[src/mlft_pkg.sv]
// shared constants and types for the mac learning forwarding table
// no dependencies; imported by mlft_cell and mac_learning_forwarding_table
package mlft_pkg;

    localparam int TABLE_DEPTH = 64;
    localparam int MAX_PORTS   = 8;

    localparam int MAC_W  = 48;
    localparam int PORT_W = 3;
    localparam int MASK_W = 8;
    localparam int CNT_W  = 4;

    localparam logic [CNT_W-1:0] ACTIVE_PORTS_RESET = CNT_W'(8);

    // broadcast controls from the sequencer to every cell
    typedef struct packed {
        logic cmp;      // compare stored mac with the key, register the match
        logic wr_port;  // matching cell takes the new port
        logic shift;    // every cell takes its left neighbor's entry
    } cell_ctrl_t;

endpackage

[src/mlft_cell.sv]
// one table entry of the learning chain: valid, mac, port and a match flag
// depends on mlft_pkg
module mlft_cell (
    input  logic                         clk,
    input  logic                         rst_n,
    input  mlft_pkg::cell_ctrl_t         ctrl,
    input  logic [mlft_pkg::MAC_W-1:0]   key,
    input  logic [mlft_pkg::PORT_W-1:0]  new_port,
    input  logic                         prev_valid,
    input  logic [mlft_pkg::MAC_W-1:0]   prev_mac,
    input  logic [mlft_pkg::PORT_W-1:0]  prev_port,
    output logic                         valid,
    output logic [mlft_pkg::MAC_W-1:0]   mac,
    output logic [mlft_pkg::PORT_W-1:0]  port,
    output logic                         match,
    output logic [mlft_pkg::MASK_W-1:0]  port_mask
);
    import mlft_pkg::*;

    logic                valid_reg;
    logic [MAC_W-1:0]    mac_reg;
    logic [PORT_W-1:0]   port_reg;
    logic                match_reg;
    logic [MASK_W-1:0]   port_mask_reg;
    logic                match_next;

    assign match_next = valid_reg && (mac_reg == key);

    always_ff @(posedge clk or negedge rst_n)
    begin
        if (!rst_n)
        begin
            valid_reg <= 1'b0;
            match_reg <= 1'b0;
        end
        else
        begin
            if (ctrl.shift)
            begin
                valid_reg <= prev_valid;
            end
            if (ctrl.cmp)
            begin
                match_reg <= match_next;
            end
        end
    end

    always_ff @(posedge clk)
    begin
        if (ctrl.shift)
        begin
            mac_reg  <= prev_mac;
            port_reg <= prev_port;
        end
        else if (ctrl.wr_port && match_reg)
        begin
            port_reg <= new_port;
        end
        if (ctrl.cmp)
        begin
            port_mask_reg <= match_next ? (MASK_W'(1) << port_reg) : '0;
        end
    end

    assign valid     = valid_reg;
    assign mac       = mac_reg;
    assign port      = port_reg;
    assign match     = match_reg;
    assign port_mask = port_mask_reg;

endmodule

[config.mk]
export PLATFORM = sky130hd
export DESIGN_NAME = mlft_cell
export DESIGN_NICKNAME = d
export VERILOG_FILES = /design/src/mlft_pkg.sv /design/src/mlft_cell.sv
export SDC_FILE = /design/constraint.sdc
export NUM_CORES = 1
export LEC_CHECK = 0
export BUFFER_PORTS_ARGS = -buffer_cell sky130_fd_sc_hd__buf_2
export CAP_MARGIN = 20
export CORE_MARGIN = 5
export CORE_UTILIZATION = 45
export CTS_BUF_LIST = sky130_fd_sc_hd__clkbuf_16
export DETAILED_ROUTE_END_ITERATION = 16
export PLACE_DENSITY = 0.84
export SLEW_MARGIN = 20
export SYNTH_ARGS = -nofsm -noshare
export SYNTH_HDL_FRONTEND = slang
export SYNTH_SLANG_ARGS = --single-unit
[constraint.sdc]
create_clock -name clk -period 3.6 [get_ports clk]
set_input_delay 0.72 -clock clk [delete_from_list [all_inputs] [get_ports clk]]
set_output_delay 0.72 -clock clk [all_outputs]
set_load 0.02 [all_outputs]
==> results of run 1 <==
cells in the mapped netlist (3+ instances only):
library cell,n
edfxtp_1,59
xnor2_1,21
inv_1,12
nor4_1,12
xor2_1,11
nand2b_1,10
nand4_1,6
mux2_2,4
nand2_1,4
nand3_1,3
nand4b_1,3
o2111ai_1,3
o22ai_1,3
how the worst min path moves through the flow:
stage	end	cells past startpoint	start	slack (ps)
2_1_floorplan	match	0	rst_n	420
3_3_place_gp	match	1	rst_n	510
3_5_place_dp	valid	1	rst_n	510
4_1_cts	valid	1	rst_n	180
5_1_grt	valid	1	rst_n	180
6_report	match	1	rst_n	190
cell usage in the layout, fill, tap and decap left out, drive strengths merged, types with 4 or more instances in the layout:
master | netlist | routed
edfxtp | 59 | 59
inv | 14 | 15
mux2 | 4 | 4
nor4 | 12 | 12
buf | 0 | 169
nand4 | 7 | 7
nand2 | 4 | 4
xor2 | 11 | 11
nand2b | 10 | 10
xnor2 | 21 | 21
clkbuf | 0 | 9
power by group:
| group | internal, mW | total [mW] | switching (mW) |
|---|---|---|---|
| clock | 0.665 | 0.943 | 0.278 |
| combinational | 0.121 | 0.278 | 0.157 |
| sequential | 0.840 | 0.876 | 0.0356 |
| total | 1.63 | 2.10 | 0.471 |
critical path, delay by kind of cell:
kind / cells / cell delay (ps)
compound gates: 1 / 130
xor+xnor: 1 / 160
buf+inv: 1 / 110
simple gates: 3 / 990
kinds of logic (layout without fill, tap and decap cells):
family,after synthesis,count (layout),share of synthesized area
compound gates,14,14,0.05086
xor+xnor,32,32,0.1065
flops,61,61,0.6920
mux,4,4,0.01711
buf+inv,14,199,0.01996
simple gates,46,46,0.1136
area by class of cell:
| cell class | count | area share |
|---|---|---|
| clock buffer | 9 | 0.05773 |
| clock inverter | 7 | 0.02694 |
| inverter | 14 | 0.01347 |
| multi-input combinational | 96 | 0.1944 |
| sequential | 61 | 0.4670 |
| tap | 72 | 0.02309 |
| timing repair buffer | 169 | 0.2174 |
stage by stage:
stage               setup WS (ps)  std cells
finish                       1603        428
global route                 1381        428
CTS                          1574        428
detailed placement           1244        412
global placement             1366        412
floorplan                    1648        171
metal layers:
layer  up-vias  share of wire  global-route usage
met5         -         0.0016                   0
met3        13          0.079             0.04848
met4         2          0.015             0.07649
li1       1017              -                   -
met1       970           0.37              0.2195
met2        93           0.53              0.3359
==> run_results.csv, run 1 <==
group,metric,value,unit
cells_and_area,register_area,1822,um2
cells_and_area,num_antenna_cells,0,
floorplanning,dieWidth,86.49,um
placed_design,port-buffer-count,168,
timing,worst_pin_slew,703.5,ps
worst_hold_path,hold_path.class,"in -> async",
run_status,status,"finished clean",
synthesis,ys_ff_latch,61,
critical_path,cp_slowest_stage_delay,390,ps
cts,cts_setup_buffers,0,
timing,min_period_over_period,0.5546,
cts,ctsResizeCount,0,
floorplanning,num_rows,27,
power,power.leakage,1.682,nW
cells_and_area,area_delta_synth_final,48.19,%
critical_path,slowest_stage,"nor4_1",
floorplanning,start_util,0.4694,
floorplanning,ios,169,
synthesis,synth_edf_count,59,
critical_path,r2r_cells,5,
route,via_per_inst,4.895,
power,power,2.097,mW
cts,cts_max_path_buffers,2,
timing,timing.hold.ws,188.3,ps
critical_path,cp.arrival,2110,ps
critical_path,critPathLaunchType,"input port",
route,drt_iter0_markers,82,
grt,grt_usage,0.1902,
route,firstDrtPassIters,4,
cts,h-tree-depth,3,
grt,antenna_found_initial,1,
critical_path,reg2reg_from,"mac[45]",
power,powerDensity,537.6,nW/um2
grt,grt_pass1_wl,10750,um
flow_run,drv_cap,0,
synthesis,async_reset_ff_frac,0.03279,
floorplanning,chipHeight,86.49,um
synthesis,synth_area_leader_cell,"edfxtp_1",
route,antenna_left,0,
route,vias,2095,
cells_and_area,final_layout_size_suffix_gt1_frac,0.5337,
cells_and_area,final_cell_area,3901,um2
timing,drv_slew,0,
grt,grt_pass1_vias,2198,
critical_path,crit_end,"port_mask[3]",
cts,cts_root_buf,"clkbuf_16",
cells_and_area,nets,459,
timing,hold_violations,0,
critical_path,critPathLaunch,"key[45]",
timing,totalNegativeSetupSlack,0,ps
cells_and_area,fill_cells,451,
synthesis,synth_area_leaders,"edfxtp_1 67%, xnor2_1 7.0%, xor2_1 3.7%",
critical_path,r2r-end,"port_mask[3]",
synthesis,synth_cell_type_count,27,
timing,relSlewSlack,0.5310,
placed_design,place_congestion,0.8191,
critical_path,path_cells,"buf_2, xnor2_1, o221ai_1, nor4_1, nand3_1, nor4_1",
critical_path,crit_fanout,9,
cells_and_area,final_util,0.6957,
cells_and_area,multi_input_area,758.2,um2
critical_path,path_class,"in -> reg",
synthesis,netlist_area,2633,um2
cts,cts_hold_buf,0,
grt,grt_overflow_total,0,
synthesis,synth_area_per_cell,15.39,um2
cts,clkSinkCount,61,
power,ir_drop,369.2,uV
critical_path,crit_top_cell,"nor4_1",
critical_path,r2r_setup_slack,1690,ps
synthesis,synth_flop_cell,"edfxtp_1",
synthesis,synth_nets,279,
placed_design,postPlaceCellArea,3571,um2
synthesis,yosys.area.top_type_share,0.6730,
timing,finalClockSkew,5.878,ps
grt,grt_max_degree,34,
route,wire_per_inst,16.28,um
cts,numCtsBuffers,9,
floorplanning,core_area,5608,um2
timing,setup_violations,0,
cts,cts_tree,"yes",
timing,rsz0062_at_grt,"no",
floorplanning,dieArea,7480,um2
timing,finalCriticalPeriod,1997,ps
placed_design,dpl.hpwl,5702,um
critical_path,cp.required,3710,ps
cts,insertion_delay,310,ps
synthesis,seq_area_frac_synth,0.6920,
route,drcViolationCount,0,
synthesis,synthCells,171,
cts,cts.clk_slew.worst_paths,50,ps
synthesis,yosysWarnings,0,
route,postRouteWirelength,6968,um
critical_path,end_kind,"register",
timing,fmax,500.9,MHz
cells_and_area,largest_reg_flops,48,
No activity file was read; power rests on OpenSTA's default activity.
==> run 2: changes to the inputs <==
--- a/config.mk
+++ b/config.mk
@@ -8,10 +8,10 @@
 export BUFFER_PORTS_ARGS = -buffer_cell sky130_fd_sc_hd__buf_2
 export CAP_MARGIN = 20
 export CORE_MARGIN = 5
-export CORE_UTILIZATION = 45
+export CORE_UTILIZATION = 38
 export CTS_BUF_LIST = sky130_fd_sc_hd__clkbuf_16
 export DETAILED_ROUTE_END_ITERATION = 16
-export PLACE_DENSITY = 0.84
+export PLACE_DENSITY = 0.76
 export SLEW_MARGIN = 20
 export SYNTH_ARGS = -nofsm -noshare
 export SYNTH_HDL_FRONTEND = slang
==> constraint.sdc (replaced) <==
create_clock -name clk -period 1.6 [get_ports clk]
set_input_delay 0.32 -clock clk [delete_from_list [all_inputs] [get_ports clk]]
set_output_delay 0.32 -clock clk [all_outputs]
set_load 0.02 [all_outputs]
==> run_results.csv, run 2 (synthesis results as in run 1) <==
group,metric,value,unit
timing,drv_slew,0,
cells_and_area,final_util,0.6028,
cells_and_area,multi_input_area,812.0,um2
route,firstDrtPassIters,4,
floorplanning,core_area,6756,um2
flow_run,drv_cap,0,
floorplanning,dieWidth,93.23,um
critical_path,path_class,"reg -> reg",
floorplanning,ios,169,
critical_path,critPathLaunch,"mac[7]",
critical_path,r2r-end,"port_mask[3]",
cts,cts_tree,"yes",
grt,grt_pass1_vias,2326,
timing,worst_pin_slew,314.1,ps
timing,min_period_over_period,1.092,
cts,cts_max_path_buffers,2,
critical_path,r2r_setup_slack,-150,ps
timing,relSlewSlack,0.7888,
floorplanning,dieArea,8692,um2
grt,grt_max_degree,23,
route,drcViolationCount,0,
cells_and_area,final_common_cell,"buf_2",
grt,grt_pass1_wl,11460,um
floorplanning,num_rows,30,
timing,finalCriticalPeriod,1747,ps
cells_and_area,area_delta_synth_final,54.71,%
cells_and_area,final_layout_size_suffix_gt1_frac,0.5824,
route,antenna_left,0,
cells_and_area,largest_reg_flops,48,
route,via_per_inst,4.800,
placed_design,place_congestion,0.7587,
grt,grt_usage,0.1737,
critical_path,crit_end,"port_mask[3]",
route,drt_iter0_markers,52,
route,vias,2189,
placed_design,dpl.hpwl,5926,um
critical_path,reg2reg_from,"mac[7]",
critical_path,cp.required,1730,ps
cts,cts_root_buf,"clkbuf_16",
critical_path,end_kind,"register",
floorplanning,chipHeight,93.23,um
critical_path,crit_fanout,9,
placed_design,port-buffer-count,168,
route,wire_per_inst,16.16,um
cts,h-tree-depth,3,
cells_and_area,fill_cells,566,
timing,setup_violations,9,
timing,fmax,572.4,MHz
cells_and_area,final_cell_mix,"168 x buf_2, 59 x edfxtp_1, 21 x xnor2_1",
power,ir_drop,592.2,uV
timing,hold_violations,0,
route,postRouteWirelength,7370,um
cts,clkSinkCount,61,
floorplanning,start_util,0.3896,
cells_and_area,final_cell_count_no_fill,456,
critical_path,r2r_cells,6,
cells_and_area,num_antenna_cells,0,
grt,antenna_found_initial,0,
timing,rsz0062_at_grt,"yes",
power,power.leakage,1.769,nW
cells_and_area,register_area,1822,um2
cts,insertion_delay,320,ps
cts,numCtsBuffers,9,
placed_design,numPlacedInstances,439,
cells_and_area,final_cell_area,4073,um2
placed_design,postPlaceCellArea,3731,um2
timing,fin_ws,-147.0,ps
critical_path,critPathLaunchType,"register",
critical_path,cp.arrival,1880,ps
grt,grt_overflow_total,0,
cells_and_area,nets,479,
run_status,violations,"negative setup slack",
cts,cts.clk_slew.worst_paths,50,ps
worst_hold_path,hold_path.class,"in -> reg",
timing,totalNegativeSetupSlack,-1100,ps
power,powerDensity,1096,nW/um2
timing,finalClockSkew,3.733,ps
run_status,status,"finished with violations",
## run 2: changes by cell type in the layout (fill, tap and decap cells not counted), moves of 2 or more
cell,delta
nor4_1,-6
clkinv_2,+3
nor4_2,+6
bufinv_16,-2
buf_4,+18
## run 2: worst min path at each step
stage / from / to / slack [ps] / depth (start not counted)
5_1_grt: prev_mac[19] / mac[19] / 150 / 1
2_1_floorplan: rst_n / match / 20 / 0
3_5_place_dp: rst_n / valid / 110 / 1
3_3_place_gp: rst_n / valid / 110 / 1
6_report: prev_mac[40] / mac[40] / 170 / 1
4_1_cts: prev_mac[9] / mac[9] / 160 / 1
## run 2: power by group
group	internal, mW	switching (mW)	total (mW)
logic	0.314	0.373	0.687
clock network	1.18	0.631	1.81
registers	1.89	0.0785	1.97
total	3.38	1.08	4.46
## run 2: what timing repair did
| item | in CTS | in global routing |
|---|---|---|
| buffers inserted | 0 | 0 |
| hold endpoints to repair | 2 | 0 |
| gates resized for setup | 8 | 1 |
| pin swaps | 1 | 0 |
| gates cloned | 0 | 0 |
| hold buffers | 1 | 0 |
| setup endpoints to repair | 9 | 9 |
## run 2: worst max-delay path, stage by stage (launching register included)
cell and delay [ps]:
edfxtp_1 410, nand2b_1 120, o2111ai_2 150, nor4_2 360
nand3_1 180, buf_6 180, nor4_1 170
## run 2: final cells by class
type	count	area share
sequential	61	0.4473
timing repair buffer	189	0.2467
multi-input combinational	96	0.1994
clock buffer	9	0.05530
tap	80	0.02458
clock inverter	7	0.01382
inverter	14	0.01290
## run 2: through the flow
step / power [mW] / worst slack (ps) / hold slack, ps
6_report: 4.464 / -147.0 / 174.2
5_1_grt: 4.653 / -281.6 / 154.2
4_1_cts: 4.522 / -162.6 / 160.6
3_5_place_dp: 2.682 / -301.1 / 109.9
3_3_place_gp: 2.661 / -214.0 / 111.4
2_1_floorplan: 2.307 / -37.26 / 24.41
## run 2: layer usage
| metal | GRT usage | part of all wire | vias to the layer above |
|---|---|---|---|
| met4 | 0.07326 | 0.016 | 0 |
| met3 | 0.06436 | 0.089 | 11 |
| li1 | - | - | 1061 |
| met5 | 0 | 0 | - |
| met1 | 0.1876 | 0.37 | 1025 |
| met2 | 0.3038 | 0.53 | 92 |
==> run 3: changes to the inputs <==
--- a/config.mk
+++ b/config.mk
@@ -12,6 +12,7 @@
 export CTS_BUF_LIST = sky130_fd_sc_hd__clkbuf_16
 export DETAILED_ROUTE_END_ITERATION = 16
 export PLACE_DENSITY = 0.76
+export SKIP_CTS_REPAIR_TIMING = 1
 export SLEW_MARGIN = 20
 export SYNTH_ARGS = -nofsm -noshare
 export SYNTH_HDL_FRONTEND = slang
==> run_results.csv, run 3 (synthesis results as in run 1) <==
group,metric,value,unit
run_status,status,"finished with violations",
run_status,violations,"negative setup slack",
grt,grt_pass1_wl,11340,um
timing,fin_ws,-164.1,ps
route,vias,2183,
power,powerDensity,1098,nW/um2
cells_and_area,largest_reg_flops,48,
floorplanning,ios,169,
timing,relSlewSlack,0.7823,
timing,fmax,566.9,MHz
placed_design,numPlacedInstances,439,
route,antenna_left,0,
cells_and_area,final_util,0.6022,
route,firstDrtPassIters,4,
cts,insertion_delay,320,ps
critical_path,critPathLaunch,"mac[7]",
floorplanning,start_util,0.3896,
floorplanning,chipHeight,93.23,um
floorplanning,dieWidth,93.23,um
critical_path,critPathLaunchType,"register",
critical_path,end_kind,"register",
floorplanning,num_rows,30,
critical_path,path_buf_inv,1,
cts,clkSinkCount,61,
critical_path,crit_end,"port_mask[5]",
grt,antenna_found_initial,0,
route,drcViolationCount,0,
placed_design,place_congestion,0.7587,
critical_path,r2r_setup_slack,-160,ps
floorplanning,dieArea,8692,um2
critical_path,cp_top_family,"simple AND/OR/NAND/NOR gates",
cells_and_area,final_layout_size_suffix_gt1_frac,0.5824,
cells_and_area,area_delta_synth_final,54.56,%
timing,finalClockSkew,3.537,ps
grt,grt_pass1_vias,2302,
power,ir_drop,591.5,uV
timing,finalCriticalPeriod,1764,ps
critical_path,crit_fanout,9,
route,postRouteWirelength,7373,um
worst_hold_path,hold_path.class,"in -> reg",
critical_path,slowest_stage,"edfxtp_1",
placed_design,port-buffer-count,168,
critical_path,path_cells,"nand2b_1, o2111ai_1, nor4_2, nand3_1, buf_4, nor4_2",
critical_path,cp.required,1730,ps
timing,totalNegativeSetupSlack,-1320,ps
route,drt_iter0_markers,62,
cells_and_area,final_cell_count_no_fill,456,
cts,cts_root_buf,"clkbuf_16",
grt,grt_overflow_total,0,
timing,drv_slew,0,
timing,min_period_over_period,1.103,
critical_path,cp.arrival,1900,ps
power,power.leakage,1.765,nW
route,wire_per_inst,16.17,um
critical_path,cp_slowest_stage_delay,410,ps
cells_and_area,final_common_cell,"buf_2",
timing,hold_violations,0,
placed_design,dpl.hpwl,5926,um
cts,h-tree-depth,3,
flow_run,drv_cap,0,
grt,grt_max_degree,23,
timing,worst_pin_slew,323.8,ps
timing,setup_violations,9,
worst_hold_path,hold_depth,1,
cts,cts_tree,"yes",
timing,rsz0062_at_grt,"yes",
cts,cts.clk_slew.worst_paths,50,ps
cts,cts_max_path_buffers,2,
critical_path,path_class,"reg -> reg",
critical_path,reg2reg_from,"mac[7]",
grt,grt_usage,0.1714,
critical_path,crit_top_cell,"nor4_2",
cells_and_area,nets,479,
cells_and_area,num_antenna_cells,0,
critical_path,r2r-end,"port_mask[5]",
critical_path,path_depth,6,
cts,numCtsBuffers,9,
cells_and_area,final_cell_mix,"168 x buf_2, 59 x edfxtp_1, 21 x xnor2_1",
floorplanning,core_area,6756,um2
critical_path,r2r_cells,6,
route,via_per_inst,4.787,
==> run 3: cell counts in the layout (fill, tap and decap cells not counted) <==
Identical to the previous run, type by type.
==> run 3: worst min-delay path by stage <==
| stage | start | to | slack (ps) |
|---|---|---|---|
| after floorplan | rst_n | match | 20 |
| after global placement | rst_n | valid | 110 |
| after detailed placement | rst_n | valid | 110 |
| after CTS | rst_n | valid | -230 |
| after global routing | prev_mac[19] | mac[19] | 150 |
| final | prev_mac[40] | mac[40] | 170 |
==> run 3: cell type report <==
class                      instances  area (um2)
clock buffer                       9       225.2
clock inverter                     7       56.30
fill                             565        2688
inverter                          14       52.55
multi-input combinational         96       812.0
sequential                        61        1822
tap                               80       100.1
timing repair buffer             189        1001
==> run 3: through the flow <==
| stage | setup WS, ps | hold slack, ps | cell area (um2) | total power, mW |
|---|---|---|---|---|
| after floorplan | -37.26 | 24.41 | 2640 | 2.307 |
| final | -164.1 | 173.8 | 4069 | 4.466 |
| after CTS | -298.9 | -231.8 | 4013 | 4.511 |
| after global routing | -281.6 | 154.2 | 4069 | 4.653 |
| after global placement | -214.0 | 111.4 | 3731 | 2.661 |
| after detailed placement | -301.1 | 109.9 | 3731 | 2.682 |
==> run 3: report_power, final <==
| part | switching [mW] | internal, mW |
|---|---|---|
| registers | 0.0783 | 1.89 |
| clock network | 0.633 | 1.18 |
| logic | 0.375 | 0.313 |
==> run 3: per-layer routing <==
layer | global-route usage | part of all wire | vias up
met5 | 0 | 0 | -
met4 | 0.06960 | 0.013 | 0
met3 | 0.06356 | 0.088 | 9
met2 | 0.2990 | 0.53 | 92
met1 | 0.1871 | 0.37 | 1020
li1 | - | - | 1062
